File: config.mk
export PLATFORM = sky130hd
export DESIGN_NAME = timed_heat_pump_test_sequencer_core
export DESIGN_NICKNAME = d
export VERILOG_FILES = /design/src/rtl/thpts_pkg.sv /design/src/rtl/thpts_csr.sv /design/src/rtl/thpts_ctrl.sv /design/src/rtl/timed_heat_pump_test_sequencer_core.sv
export SDC_FILE = /design/constraint.sdc
export NUM_CORES = 1
export LEC_CHECK = 0
export BUFFER_PORTS_ARGS = -buffer_cell sky130_fd_sc_hd__buf_2
export CORE_ASPECT_RATIO = 0.9
export CORE_MARGIN = 1.5
export CORE_UTILIZATION = 65
export DETAILED_ROUTE_END_ITERATION = 12
export GPL_TIMING_DRIVEN = 0
export PLACE_DENSITY = 0.93
export RECOVER_POWER = 100
export SLEW_MARGIN = 0
export SYNTH_ARGS = -nofsm -noshare
export SYNTH_HDL_FRONTEND = slang
export SYNTH_SLANG_ARGS = --single-unit
File: constraint.sdc
create_clock -name clock -period 25.1 [get_ports clock]
set_clock_uncertainty 0.15 [all_clocks]
set_input_delay 5.02 -clock clock [delete_from_list [all_inputs] [get_ports clock]]
set_output_delay 5.02 -clock clock [all_outputs]
set_load 0.02 [all_outputs]
File: src/rtl/thpts_pkg.sv
// ----------------------------------------------------------------------------
// Timed heat pump test sequencer package
// Shared types, register map, mode and key codes, and reset values.
// ----------------------------------------------------------------------------
package thpts_pkg;

   localparam int unsigned CsrAddrWidth = 5;
   localparam int unsigned CsrDataWidth = 32;

   // Register indexes (byte address is 4 * index).
   localparam logic [2:0] REG_RUN_LENGTH   = 3'd0;
   localparam logic [2:0] REG_HEAT_START   = 3'd1;
   localparam logic [2:0] REG_HEAT_STOP    = 3'd2;
   localparam logic [2:0] REG_SAMPLE_PER   = 3'd3;
   localparam logic [2:0] REG_RISE_THRESH  = 3'd4;
   localparam logic [2:0] REG_DELAY_START  = 3'd5;
   localparam logic [2:0] REG_DELAY_STEP   = 3'd6;
   localparam logic [2:0] REG_DELAY_LIMIT  = 3'd7;

   localparam logic [23:0] RST_RUN_LENGTH  = 24'd110000;
   localparam logic [23:0] RST_HEAT_START  = 24'd20000;
   localparam logic [23:0] RST_HEAT_STOP   = 24'd50000;
   localparam logic [15:0] RST_SAMPLE_PER  = 16'd3000;
   localparam logic [11:0] RST_RISE_THRESH = 12'd1;
   localparam logic [13:0] RST_DELAY_START = 14'd2500;
   localparam logic [13:0] RST_DELAY_STEP  = 14'd500;
   localparam logic [13:0] RST_DELAY_LIMIT = 14'd5000;
   localparam logic [13:0] RST_FIRING_DLY  = 14'd2500;

   localparam logic [1:0] MODE_IDLE   = 2'd0;
   localparam logic [1:0] MODE_CONST  = 2'd1;
   localparam logic [1:0] MODE_DYN    = 2'd2;
   localparam logic [1:0] MODE_UNUSED = 2'd3;

   localparam logic [1:0] KEY_NONE   = 2'd0;
   localparam logic [1:0] KEY_ONE    = 2'd1;
   localparam logic [1:0] KEY_TWO    = 2'd2;
   localparam logic [1:0] KEY_CANCEL = 2'd3;

   typedef struct packed {
      logic [23:0] run_length_ms;
      logic [23:0] heat_start_ms;
      logic [23:0] heat_stop_ms;
      logic [15:0] sample_period_ms;
      logic [11:0] rise_threshold;
      logic [13:0] delay_start_us;
      logic [13:0] delay_step_us;
      logic [13:0] delay_limit_us;
   } cfg_type;

   typedef struct packed {
      logic        run_enable;
      logic [31:0] now_ms;
      logic [11:0] temp_quarter_deg;
      logic [1:0]  key_code;
   } item_type;

   typedef struct packed {
      logic        pump_enable;
      logic        heater_on;
      logic        fan_on;
      logic [13:0] firing_delay_us;
      logic [1:0]  mode_now;
      logic [11:0] last_run_temp;
   } result_type;

endpackage

File: src/rtl/thpts_csr.sv
// ----------------------------------------------------------------------------
// Sequencer configuration registers
// APB-style register file holding the run timing, sampling and delay settings.
// ----------------------------------------------------------------------------
module thpts_csr (
   input  logic                                  clock,
   input  logic                                  reset,
   input  logic                                  csr_psel,
   input  logic                                  csr_penable,
   input  logic                                  csr_pwrite,
   input  logic [thpts_pkg::CsrAddrWidth-1:0]    csr_paddr,
   input  logic [thpts_pkg::CsrDataWidth-1:0]    csr_pwdata,
   output logic [thpts_pkg::CsrDataWidth-1:0]    csr_prdata,
   output logic                                  csr_pready,
   output thpts_pkg::cfg_type                    cfg
);

   thpts_pkg::cfg_type cfg_ff;
   thpts_pkg::cfg_type cfg_in;
   logic               wr_en;
   logic [2:0]         reg_idx;

   assign wr_en      = csr_psel && csr_penable && csr_pwrite;
   assign reg_idx    = csr_paddr[4:2];
   assign csr_pready = 1'b1;
   assign cfg        = cfg_ff;

   always_comb begin
      cfg_in = cfg_ff;
      if (wr_en) begin
         unique case (reg_idx)
            thpts_pkg::REG_RUN_LENGTH:  cfg_in.run_length_ms    = csr_pwdata[23:0];
            thpts_pkg::REG_HEAT_START:  cfg_in.heat_start_ms    = csr_pwdata[23:0];
            thpts_pkg::REG_HEAT_STOP:   cfg_in.heat_stop_ms     = csr_pwdata[23:0];
            thpts_pkg::REG_SAMPLE_PER:  cfg_in.sample_period_ms = csr_pwdata[15:0];
            thpts_pkg::REG_RISE_THRESH: cfg_in.rise_threshold   = csr_pwdata[11:0];
            thpts_pkg::REG_DELAY_START: cfg_in.delay_start_us   = csr_pwdata[13:0];
            thpts_pkg::REG_DELAY_STEP:  cfg_in.delay_step_us    = csr_pwdata[13:0];
            thpts_pkg::REG_DELAY_LIMIT: cfg_in.delay_limit_us   = csr_pwdata[13:0];
            default: cfg_in = cfg_ff;
         endcase
      end
   end

   always_comb begin
      unique case (reg_idx)
         thpts_pkg::REG_RUN_LENGTH:  csr_prdata = {8'd0, cfg_ff.run_length_ms};
         thpts_pkg::REG_HEAT_START:  csr_prdata = {8'd0, cfg_ff.heat_start_ms};
         thpts_pkg::REG_HEAT_STOP:   csr_prdata = {8'd0, cfg_ff.heat_stop_ms};
         thpts_pkg::REG_SAMPLE_PER:  csr_prdata = {16'd0, cfg_ff.sample_period_ms};
         thpts_pkg::REG_RISE_THRESH: csr_prdata = {20'd0, cfg_ff.rise_threshold};
         thpts_pkg::REG_DELAY_START: csr_prdata = {18'd0, cfg_ff.delay_start_us};
         thpts_pkg::REG_DELAY_STEP:  csr_prdata = {18'd0, cfg_ff.delay_step_us};
         thpts_pkg::REG_DELAY_LIMIT: csr_prdata = {18'd0, cfg_ff.delay_limit_us};
         default: csr_prdata = '0;
      endcase
   end

   always_ff @(posedge clock) begin
      if (reset) begin
         cfg_ff.run_length_ms    <= thpts_pkg::RST_RUN_LENGTH;
         cfg_ff.heat_start_ms    <= thpts_pkg::RST_HEAT_START;
         cfg_ff.heat_stop_ms     <= thpts_pkg::RST_HEAT_STOP;
         cfg_ff.sample_period_ms <= thpts_pkg::RST_SAMPLE_PER;
         cfg_ff.rise_threshold   <= thpts_pkg::RST_RISE_THRESH;
         cfg_ff.delay_start_us   <= thpts_pkg::RST_DELAY_START;
         cfg_ff.delay_step_us    <= thpts_pkg::RST_DELAY_STEP;
         cfg_ff.delay_limit_us   <= thpts_pkg::RST_DELAY_LIMIT;
      end else begin
         cfg_ff <= cfg_in;
      end
   end

endmodule

File: src/rtl/thpts_ctrl.sv
// ----------------------------------------------------------------------------
// Sequencer control pass
// Mode machine, run timing, heater window and dynamic delay stepping.
// ----------------------------------------------------------------------------
module thpts_ctrl (
   input  logic                   clock,
   input  logic                   reset,
   input  logic                   commit,
   input  thpts_pkg::item_type    item,
   input  thpts_pkg::cfg_type     cfg,
   output thpts_pkg::result_type  result
);

   logic [1:0]  mode_ff, mode_in;
   logic [31:0] run_start_ff, run_start_in;
   logic        start_taken_ff, start_taken_in;
   logic [13:0] delay_ff, delay_in;
   logic        pump_ff, pump_in;
   logic        heater_ff, heater_in;
   logic        fan_ff, fan_in;
   logic [11:0] ref_temp_ff, ref_temp_in;
   logic [31:0] ref_sample_ff, ref_sample_in;
   logic [11:0] cap_temp_ff, cap_temp_in;

   logic [31:0] run_origin;
   logic [31:0] elapsed;
   logic [31:0] since_sample;
   logic        in_run;
   logic        past_heat_start;
   logic        before_heat_stop;
   logic        take_sample;
   logic [11:0] ref_used;
   logic [12:0] rise_bound;
   logic        rise_hit;
   logic        is_test;

   // A fresh run measures time from this very pass.
   assign run_origin       = start_taken_ff ? run_start_ff : item.now_ms;
   assign elapsed          = item.now_ms - run_origin;
   assign since_sample     = item.now_ms - ref_sample_ff;
   assign in_run           = elapsed <= {8'd0, cfg.run_length_ms};
   assign past_heat_start  = elapsed >= {8'd0, cfg.heat_start_ms};
   assign before_heat_stop = elapsed <= {8'd0, cfg.heat_stop_ms};
   assign take_sample      = since_sample >= {16'd0, cfg.sample_period_ms};
   assign ref_used         = take_sample ? item.temp_quarter_deg : ref_temp_ff;
   // temp - ref >= threshold, rearranged to stay unsigned.
   assign rise_bound       = {1'b0, ref_used} + {1'b0, cfg.rise_threshold};
   assign rise_hit         = {1'b0, item.temp_quarter_deg} >= rise_bound;
   assign is_test          = (mode_ff == thpts_pkg::MODE_CONST)
                          || (mode_ff == thpts_pkg::MODE_DYN);

   always_comb begin
      mode_in        = mode_ff;
      run_start_in   = run_start_ff;
      start_taken_in = start_taken_ff;
      delay_in       = delay_ff;
      pump_in        = pump_ff;
      heater_in      = heater_ff;
      fan_in         = fan_ff;
      ref_temp_in    = ref_temp_ff;
      ref_sample_in  = ref_sample_ff;
      cap_temp_in    = cap_temp_ff;
      if (item.run_enable) begin
         if (mode_ff == thpts_pkg::MODE_IDLE) begin
            pump_in        = 1'b0;
            start_taken_in = 1'b0;
            fan_in         = 1'b0;
            if (item.key_code == thpts_pkg::KEY_ONE) begin
               mode_in = thpts_pkg::MODE_CONST;
            end else if (item.key_code == thpts_pkg::KEY_TWO) begin
               mode_in = thpts_pkg::MODE_DYN;
            end
         end else if (is_test) begin
            fan_in         = 1'b1;
            start_taken_in = 1'b1;
            run_start_in   = run_origin;
            if (mode_ff == thpts_pkg::MODE_CONST) begin
               delay_in = cfg.delay_start_us;
            end
            if (in_run) begin
               pump_in = 1'b1;
               if (mode_ff == thpts_pkg::MODE_CONST) begin
                  heater_in = past_heat_start && before_heat_stop;
               end else if (past_heat_start) begin
                  heater_in = before_heat_stop;
                  if (take_sample) begin
                     ref_temp_in   = item.temp_quarter_deg;
                     ref_sample_in = item.now_ms;
                  end
                  if (rise_hit) begin
                     delay_in = (delay_ff > cfg.delay_step_us)
                              ? delay_ff - cfg.delay_step_us : 14'd0;
                  end
               end
            end else begin
               pump_in     = 1'b0;
               mode_in     = thpts_pkg::MODE_IDLE;
               cap_temp_in = item.temp_quarter_deg;
            end
            if (item.key_code == thpts_pkg::KEY_CANCEL) begin
               mode_in = thpts_pkg::MODE_IDLE;
            end
         end else begin
            mode_in = thpts_pkg::MODE_IDLE;
         end
      end
   end

   always_comb begin
      result.pump_enable     = pump_in;
      result.heater_on       = heater_in;
      result.fan_on          = fan_in;
      result.firing_delay_us = (delay_in < cfg.delay_limit_us) ? delay_in
                                                               : cfg.delay_limit_us;
      result.mode_now        = mode_in;
      result.last_run_temp   = cap_temp_in;
   end

   always_ff @(posedge clock) begin
      if (reset) begin
         mode_ff        <= thpts_pkg::MODE_IDLE;
         run_start_ff   <= '0;
         start_taken_ff <= 1'b0;
         delay_ff       <= thpts_pkg::RST_FIRING_DLY;
         pump_ff        <= 1'b0;
         heater_ff      <= 1'b0;
         fan_ff         <= 1'b0;
         ref_temp_ff    <= '0;
         ref_sample_ff  <= '0;
         cap_temp_ff    <= '0;
      end else if (commit) begin
         mode_ff        <= mode_in;
         run_start_ff   <= run_start_in;
         start_taken_ff <= start_taken_in;
         delay_ff       <= delay_in;
         pump_ff        <= pump_in;
         heater_ff      <= heater_in;
         fan_ff         <= fan_in;
         ref_temp_ff    <= ref_temp_in;
         ref_sample_ff  <= ref_sample_in;
         cap_temp_ff    <= cap_temp_in;
      end
   end

`ifndef ASSERT_OFF
   // The pump only runs inside a test, so it never runs with the fan off.
   a_pump_needs_fan: assert property (@(posedge clock) disable iff (reset)
      pump_ff |-> fan_ff)
      else $error("pump on while fan off");

   // An idle pass always switches the pump and fan off.
   a_idle_pass_off: assert property (@(posedge clock) disable iff (reset)
      commit && item.run_enable && (mode_ff == thpts_pkg::MODE_IDLE)
      |=> !pump_ff && !fan_ff && !start_taken_ff)
      else $error("idle pass left pump or fan on");

   // State never moves without a committed pass.
   a_state_holds: assert property (@(posedge clock) disable iff (reset)
      !commit |=> $stable(mode_ff) && $stable(delay_ff) && $stable(cap_temp_ff))
      else $error("state changed without a pass");
`endif

endmodule

File: src/rtl/timed_heat_pump_test_sequencer_core.sv
// ----------------------------------------------------------------------------
// Timed heat pump test sequencer core
// Input stage, control pass and result register around the test sequencer.
// ----------------------------------------------------------------------------
//  Channel  | Direction | Handshake             | Payload
//  req_     | in        | req_valid / req_ready | run_enable, now_ms, temp, key
//  rsp_     | out       | rsp_valid / rsp_ready | pump, heater, fan, delay, mode,
//           |           |                       | last_run_temp
//  csr_     | in/out    | APB psel/penable      | eight setting registers
//
//  A beat is registered in the input stage, processed in one pass of logic and
//  written to the result register, which offers it on the response channel;
//  one beat per cycle is sustained while rsp_ready stays high. Reset is synchronous and
//  leaves both stages empty.
//  When the result register is held by rsp_ready low, the input stage keeps
//  one more beat and then drops req_ready.
// ----------------------------------------------------------------------------
module timed_heat_pump_test_sequencer_core (
   input  logic                                  clock,
   input  logic                                  reset,
   input  logic                                  req_valid,
   output logic                                  req_ready,
   input  logic                                  req_run_enable,
   input  logic [31:0]                           req_now_ms,
   input  logic [11:0]                           req_temp_quarter_deg,
   input  logic [1:0]                            req_key_code,
   output logic                                  rsp_valid,
   input  logic                                  rsp_ready,
   output logic                                  rsp_pump_enable,
   output logic                                  rsp_heater_on,
   output logic                                  rsp_fan_on,
   output logic [13:0]                           rsp_firing_delay_us,
   output logic [1:0]                            rsp_mode_now,
   output logic [11:0]                           rsp_last_run_temp,
   input  logic                                  csr_psel,
   input  logic                                  csr_penable,
   input  logic                                  csr_pwrite,
   input  logic [thpts_pkg::CsrAddrWidth-1:0]    csr_paddr,
   input  logic [thpts_pkg::CsrDataWidth-1:0]    csr_pwdata,
   output logic [thpts_pkg::CsrDataWidth-1:0]    csr_prdata,
   output logic                                  csr_pready
);

   thpts_pkg::cfg_type    cfg;
   thpts_pkg::item_type   stage_ff, stage_in;
   logic                  stage_valid_ff, stage_valid_in;
   thpts_pkg::result_type pass_result;
   thpts_pkg::result_type rsp_ff, rsp_in;
   logic                  rsp_valid_ff, rsp_valid_in;
   logic                  advance;
   logic                  req_take;

   thpts_csr u_csr (
      .clock       (clock),
      .reset       (reset),
      .csr_psel    (csr_psel),
      .csr_penable (csr_penable),
      .csr_pwrite  (csr_pwrite),
      .csr_paddr   (csr_paddr),
      .csr_pwdata  (csr_pwdata),
      .csr_prdata  (csr_prdata),
      .csr_pready  (csr_pready),
      .cfg         (cfg)
   );

   thpts_ctrl u_ctrl (
      .clock  (clock),
      .reset  (reset),
      .commit (advance),
      .item   (stage_ff),
      .cfg    (cfg),
      .result (pass_result)
   );

   assign advance   = stage_valid_ff && (!rsp_valid_ff || rsp_ready);
   assign req_ready = !stage_valid_ff || advance;
   assign req_take  = req_valid && req_ready;

   always_comb begin
      stage_in       = stage_ff;
      stage_valid_in = stage_valid_ff;
      if (req_take) begin
         stage_in.run_enable       = req_run_enable;
         stage_in.now_ms           = req_now_ms;
         stage_in.temp_quarter_deg = req_temp_quarter_deg;
         stage_in.key_code         = req_key_code;
         stage_valid_in            = 1'b1;
      end else if (advance) begin
         stage_valid_in = 1'b0;
      end
   end

   always_comb begin
      rsp_in       = rsp_ff;
      rsp_valid_in = rsp_valid_ff;
      if (advance) begin
         rsp_in       = pass_result;
         rsp_valid_in = 1'b1;
      end else if (rsp_ready) begin
         rsp_valid_in = 1'b0;
      end
   end

   always_ff @(posedge clock) begin
      if (reset) begin
         stage_valid_ff <= 1'b0;
         rsp_valid_ff   <= 1'b0;
      end else begin
         stage_valid_ff <= stage_valid_in;
         rsp_valid_ff   <= rsp_valid_in;
      end
   end

   always_ff @(posedge clock) begin
      stage_ff <= stage_in;
      rsp_ff   <= rsp_in;
   end

   assign rsp_valid           = rsp_valid_ff;
   assign rsp_pump_enable     = rsp_ff.pump_enable;
   assign rsp_heater_on       = rsp_ff.heater_on;
   assign rsp_fan_on          = rsp_ff.fan_on;
   assign rsp_firing_delay_us = rsp_ff.firing_delay_us;
   assign rsp_mode_now        = rsp_ff.mode_now;
   assign rsp_last_run_temp   = rsp_ff.last_run_temp;

`ifndef ASSERT_OFF
   // The reported delay never exceeds the configured limit.
   a_delay_clamped: assert property (@(posedge clock) disable iff (reset)
      rsp_valid_ff |-> rsp_ff.firing_delay_us <= cfg.delay_limit_us)
      else $error("reported delay above limit");

   // A held input beat is not lost while the result side stalls.
   a_stage_kept: assert property (@(posedge clock) disable iff (reset)
      stage_valid_ff && !advance |=> stage_valid_ff && $stable(stage_ff))
      else $error("input stage dropped a stalled beat");

   // A pass is only committed into a free or draining result register.
   a_no_overwrite: assert property (@(posedge clock) disable iff (reset)
      rsp_valid_ff && !rsp_ready |=> rsp_valid_ff && $stable(rsp_ff))
      else $error("result overwritten while stalled");
`endif

endmodule

==> Word-level counts from Yosys, hierarchy flattened <==
Index checks and enable logic that the tools add are counted.
{ "totals": {"regBits": 330, "word_cells": 125, "in_bits": 91, "out_inout_bits": 66} }
{ "op_classes": {"eq_ne": 12, "mux": 43, "magnitude_cmp": 7, "n_addsub": 4, "bitwise": 2, "reduce_logical": 27} }
{ "ops": {"columns": ["operator", "n"], "rows": [
  ["$pmux 32 s8", 1],
  ["$mux 14", 10],
  ["$le 32x24->1", 2],
  ["$sub 32x32->32", 2],
  ["$mux 12", 5],
  ["$ge 32x16->1", 1],
  ["$ge 32x24->1", 1],
  ["$mux 32", 1],
  ["$mux 1", 19],
  ["$reduce_and 2->1", 8],
  ["$gt 14x14->1", 1],
  ["$lt 14x14->1", 1],
  ["$mux 2", 7],
  ["$sub 14x14->14", 1],
  ["$add 12x12->13", 1],
  ["$ge 12x13->1", 1],
  ["$eq 3x3->1 const B", 4],
  ["$reduce_and 8->1", 1],
  ["$reduce_and 7->1", 1],
  ["$eq 2x2->1 const B", 3],
  ["$eq 3x2->1 const B", 2],
  ["$reduce_bool 2->1", 3],
  ["$logic_and 1x1->1", 5],
  ["$eq 2x1->1 const B", 2],
  ["8 further kinds", 12]
]} }

==> Logic depth before layout (Yosys ltp) <==
{ "depth": {"ltp_word": 14, "depth_mapped": 61, "depth_no_buf": 58} }

==> Hierarchy <==
A second synthesis with hierarchy kept.
{ "unflattened": {"hier_cells": 2587, "area_unflattened_um2": 21847.2} }
{ "by_module_without_submodules": {"columns": ["mod", "cells_per_inst", "seq_area_each_um2", "n_inst", "area_each_um2"], "rows": [
  ["thpts_ctrl", 1663, 2162.1, 1, 12968.7],
  ["thpts_csr", 836, 2842.7, 1, 6432.4],
  ["timed_heat_pump_test_sequencer_core", 88, 2382.3, 1, 2446.1]
]} }

==> Worst setup path after synthesis <==
OpenSTA, ideal clock, no wires.
{ "synth_path": {"path_type": "input-to-output", "start": "input port csr_paddr[2] (netlist bit)", "end": "output port csr_prdata[7] (netlist bit)", "path_stages": 4, "arrival_ps": 6746, "t_required_ps": 19930, "n_path_buf": 2, "path_slack_ps": 13184, "path_cell_list": "buf_1 -> buf_1 -> mux4_2 -> o21ai_0"} }
{ "synth_between": {"elab_chain_len": 2, "elab_cells_between_ends": 9, "classes_between": "7 x eq/ne; 1 x mux; 1 x reduce/logical"} }
{ "synth_lines": {"columns": ["item", "line", "rtl"], "rows": [
  ["from (decl)", "timed_heat_pump_test_sequencer_core.sv:38", "input logic [thpts_pkg::CsrAddrWidth-1:0] csr_paddr,"],
  ["$eq 3x3->1 (tied with other cells)", "thpts_csr.sv:46", "unique case (reg_idx)"],
  ["$pmux 32 s8 (*)", "thpts_csr.sv:46", null],
  ["to (decl)", "timed_heat_pump_test_sequencer_core.sv:40", "output logic [thpts_pkg::CsrDataWidth-1:0] csr_prdata,"]
]} }
Every way passes the cells marked *; elsewhere a longest branch is shown, timed or not. The select of a mux whose other input is x is not followed.

==> summary.md <==
| Metric | Value |
|---|---|
| Worst-Margin Slew | about 2400 ps |
| Clock latency on the worst-skew pair | roughly 550 ps |
| Grt met1 use | a little over half |
| CP Capture Type | flip-flop |
| Largest stage delay, worst path | 860 ps |
| Hold_buf cts | 0 |
| Clock transition at the registers of the reported paths | 60 ps |
| Layout cell share with drive strength beyond 1 | between 7 and 8% |
| Placed inst area | 22300 µm² |
| GRT busiest layer | met2 |
| Total track usage | 41.9% |
| TritonCTS Buffers | 36 |
| Critical path's slowest cell | a2111oi_0 |
| Post-route DRC | 0 |
| Final period utilization | between 50% and 60% |
| Final instance area | 23200 µm² |
| Mux contribution to synthesized area | around 8.4% |
| Compound-Gate Fraction of Synth Area | roughly 20% |
| Post-synth top cells | 309 x nand2_1, 252 x dfxtp_1, 242 x nor2_1, 241 x a21oi_1, 204 x ha_1 |
| Sequential element share of the synthesized area | about a third |
| DR vias/cell | 6.55 |
| Final TNS setup | 0 ps |
| Nets | approximately 2900 |
| Synth Area in Simple Gates | 15.9% |
| HPWL Detailed | approximately 54000 µm |
| Clock root cell | clkbuf_16 |
| Avg Cell Area, Syn | about 8.6 µm² |
| Initial core utilization | between 60% and 70% |
| Synthesized flop and latch total | 330 |
| Cell with the most instances after synthesis | nand2_1 |
| Pleak | about 9.1 nW |
| Vias | approximately 20000 |
| Area leader, netlist | dfxtp_1 |
| Die Ht | 174 µm |
| Routing usage on met3 | roughly 7.6% |
| Core Area | 32000 µm² |
| Fill cell count | roughly 2500 |
| Number of primary I/O pins | 157 |
| RSZ-0062 raised after global routing | no |
| Slew Limit Fails | 82 |
| CP Class | flip-flop to flip-flop |
| CTS tree | done |
| Post-Synth XOR/XNOR Area | 2.41% |
| Relative slew slack | -63.3% |
| Power density cells | about 59 nW/µm² |
| Yosys top cell area share | roughly a quarter |
| Core Rows | 62 |
| H-tree lvl count | 2 |
| Final Hold Fails | 0 |
| Synth warnings | 0 |
| Adder-cell share of the synthesized area | 12.5% |
| Largest family of logic cells by synthesized area | compound AO/OA/AOI/OAI gates |
| Most common cell on crit path | a21oi_1 |
| Final setup violation count | 0 |
| 1st-pass router iterations | 8 |
| WHS Path Cells | 2 |
| Mapped Area | ~21000 µm² |
| RR Endpoint | rsp_firing_delay_us[4] |
| F_max | 0.0682 GHz |
| Gpl congestion | 1.04 |
| CTS Sinks | 330 |
| Required time of the critical path | around 25000 ps |
| Ant. Diodes | 0 |
| WL per Instance | 23.3 µm |
| Initial antenna violation count | 0 |
| Failing checks | max-capacitance violations, max-slew violations |
| Post-CTS setup buffers | 0 |
| Hold_sp | u_csr.cfg[75] |
| Gate count of the mapped netlist | ~2500 |
| Synth unique cells | between 90 and 100 |
| R2R Setup Slk | 10430 ps |
| Post-synth EDFFs | approximately 80 |
| Largest net degree at the start of global routing | 41 |
| CP Max Fanout | 10 |
| Max Cap Violations | 2 |
| I/O Buffers | 123 |
| Hold endpoint | u_csr.cfg[75] |
| GR Overflow Total | 0 |
| Register area | between 7000 and 8000 µm² |
| Async set or reset register ratio after synthesis | 0% |
| Die width | a little under 200 µm |
| Reg2Reg Launch Point | stage_ff[15] |
| Resize count post-CTS | 0 |
| Total Wirelength | a little over 70000 µm |
| Worst vdd ir | between 60 and 70 µV |
| Run status | complete, but fails checks |
| Synth-to-layout area growth | 10.1% |
| Area of the multi-input gates | 12400 µm² |
| Final min period | around 15000 ps |
| Die area | 33500 µm² |
| Wire length of the first global-routing pass | between 100000 and 150000 µm |
| Ys flop type | dfxtp_1 |
| HP Class | flip-flop to flip-flop |
| DRT iter0 DRCs | approximately 2300 |
| Critical Path AT | 14800 ps |
| Ranking of synthesized cells by area | dfxtp_1 24%, ha_1 12%, edfxtp_1 11% |
| R2r worst-path depth | 57 |
| DRT antenna net count | 0 |
| CTS Buffer Depth | 3 |
| Vias in the first global route | between 15000 and 20000 |
| CP Launch Type | flip-flop |
| Met2 usage | between 60% and 70% |
-- critical path, delay by kind of cell (launching register included) --
| family | cells | cell delay, ps |
|---|---|---|
| XOR/XNOR | 2 | 380 |
| AND/OR/NAND/NOR | 17 | 3080 |
| adder cells (fa/ha/maj) | 5 | 1460 |
| buffers and inverters | 3 | 1170 |
| multiplexers | 2 | 890 |
| AO/OA/AOI/OAI | 28 | 6700 |
| flip-flops | 1 | 540 |
-- how the worst max path moves through the flow --
| stage | depth (start not counted) | end | start |
|---|---|---|---|
| 2_1_floorplan | 4 | csr_prdata[7] | csr_paddr[2] |
| 3_3_place_gp | 56 | rsp_firing_delay_us[9] | stage_ff[15] |
| 3_5_place_dp | 56 | rsp_firing_delay_us[5] | stage_ff[15] |
| 4_1_cts | 56 | rsp_firing_delay_us[12] | stage_ff[15] |
| 5_1_grt | 56 | rsp_firing_delay_us[4] | stage_ff[15] |
| 6_report | 57 | rsp_firing_delay_us[4] | stage_ff[15] |
-- where the power goes --
part           switching [mW]  total [mW]  leakage [nW]  internal [mW]
clock network           0.229       0.526         0.569          0.297
logic                   0.187       0.290          5.72          0.103
registers              0.0102       0.564          2.78          0.554
-- metrics by stage --
stage	instances	setup WS [ps]	utilization (%)	hold WS [ps]	power, mW
6_report	3070	10430	72.7	304	1.38
5_1_grt	3070	9560	72.7	322	1.42
4_1_cts	3070	11600	73.3	305	1.37
3_5_place_dp	3004	11720	69.7	297	0.854
3_3_place_gp	3003	12080	69.6	291	0.845
2_1_floorplan	2464	13180	-	286	0.762
-- routing by layer --
metal / up-vias / wire length [µm]
li1: 9064 / -
met4: 0 / 3810
met2: 1258 / 32100
met3: 250 / 7230
met1: 9549 / 28400
met5: - / 0
-- logic make-up after synthesis --
group           count (synthesis)
flops                         330
compound gates                641
other cells                     2
xor+xnor                       58
mux                           160
simple gates                  752
fa+ha+maj                     208
buf+inv                       306
-- layout by cell type (no fill, tap or decap), types with 21 or more instances in the layout --
cell,synthesis,layout
xnor2_1,33,33
nand3_1,23,23
mux2i_1,114,114
ha_1,204,204
clkbuf_1,84,168
dfxtp_1,252,252
a211o_1,43,43
nand2b_1,21,21
nor2b_1,26,26
nand2_1,309,309
a211oi_1,48,48
edfxtp_1,78,78
inv_1,176,176
nor3_1,24,24
mux2_2,27,24
nor2_1,242,242
buf_2,7,70
a21o_1,54,54
o21ai_0,92,92
a21oi_1,241,241
nand4_1,37,37
xor2_1,25,25
clkbuf_16,0,38
-- state kept, by name, summed over array words and instances (netlist names) --
name / count
stage_ff: 47
u_ctrl.start_taken_ff: 1
u_ctrl.run_start_ff: 32
u_csr.cfg: 142
rsp_fan_on: 1
u_ctrl.ref_sample_ff: 32
rsp_mode_now: 2
rsp_last_run_temp: 12
u_ctrl.cap_temp_ff: 12
u_ctrl.fan_ff: 1
u_ctrl.delay_ff: 14
u_ctrl.ref_temp_ff: 12
rsp_valid: 1
stage_valid_ff: 1
rsp_firing_delay_us: 14
u_ctrl.mode_ff: 2
u_ctrl.heater_ff: 1
rsp_heater_on: 1
rsp_pump_enable: 1
u_ctrl.pump_ff: 1
-- layout make-up --
type | instances | share of cell area, %
repair buffers | 124 | 2.35
plain buffers | 130 | 2.34
inverters | 176 | 2.84
flip-flops and latches | 330 | 31.8
multi-input cells | 1828 | 53.5
well taps | 416 | 2.24
clock inverters | 14 | 0.366
clock buffers | 52 | 4.58
Note: power is estimated with default switching activity, not from simulation.
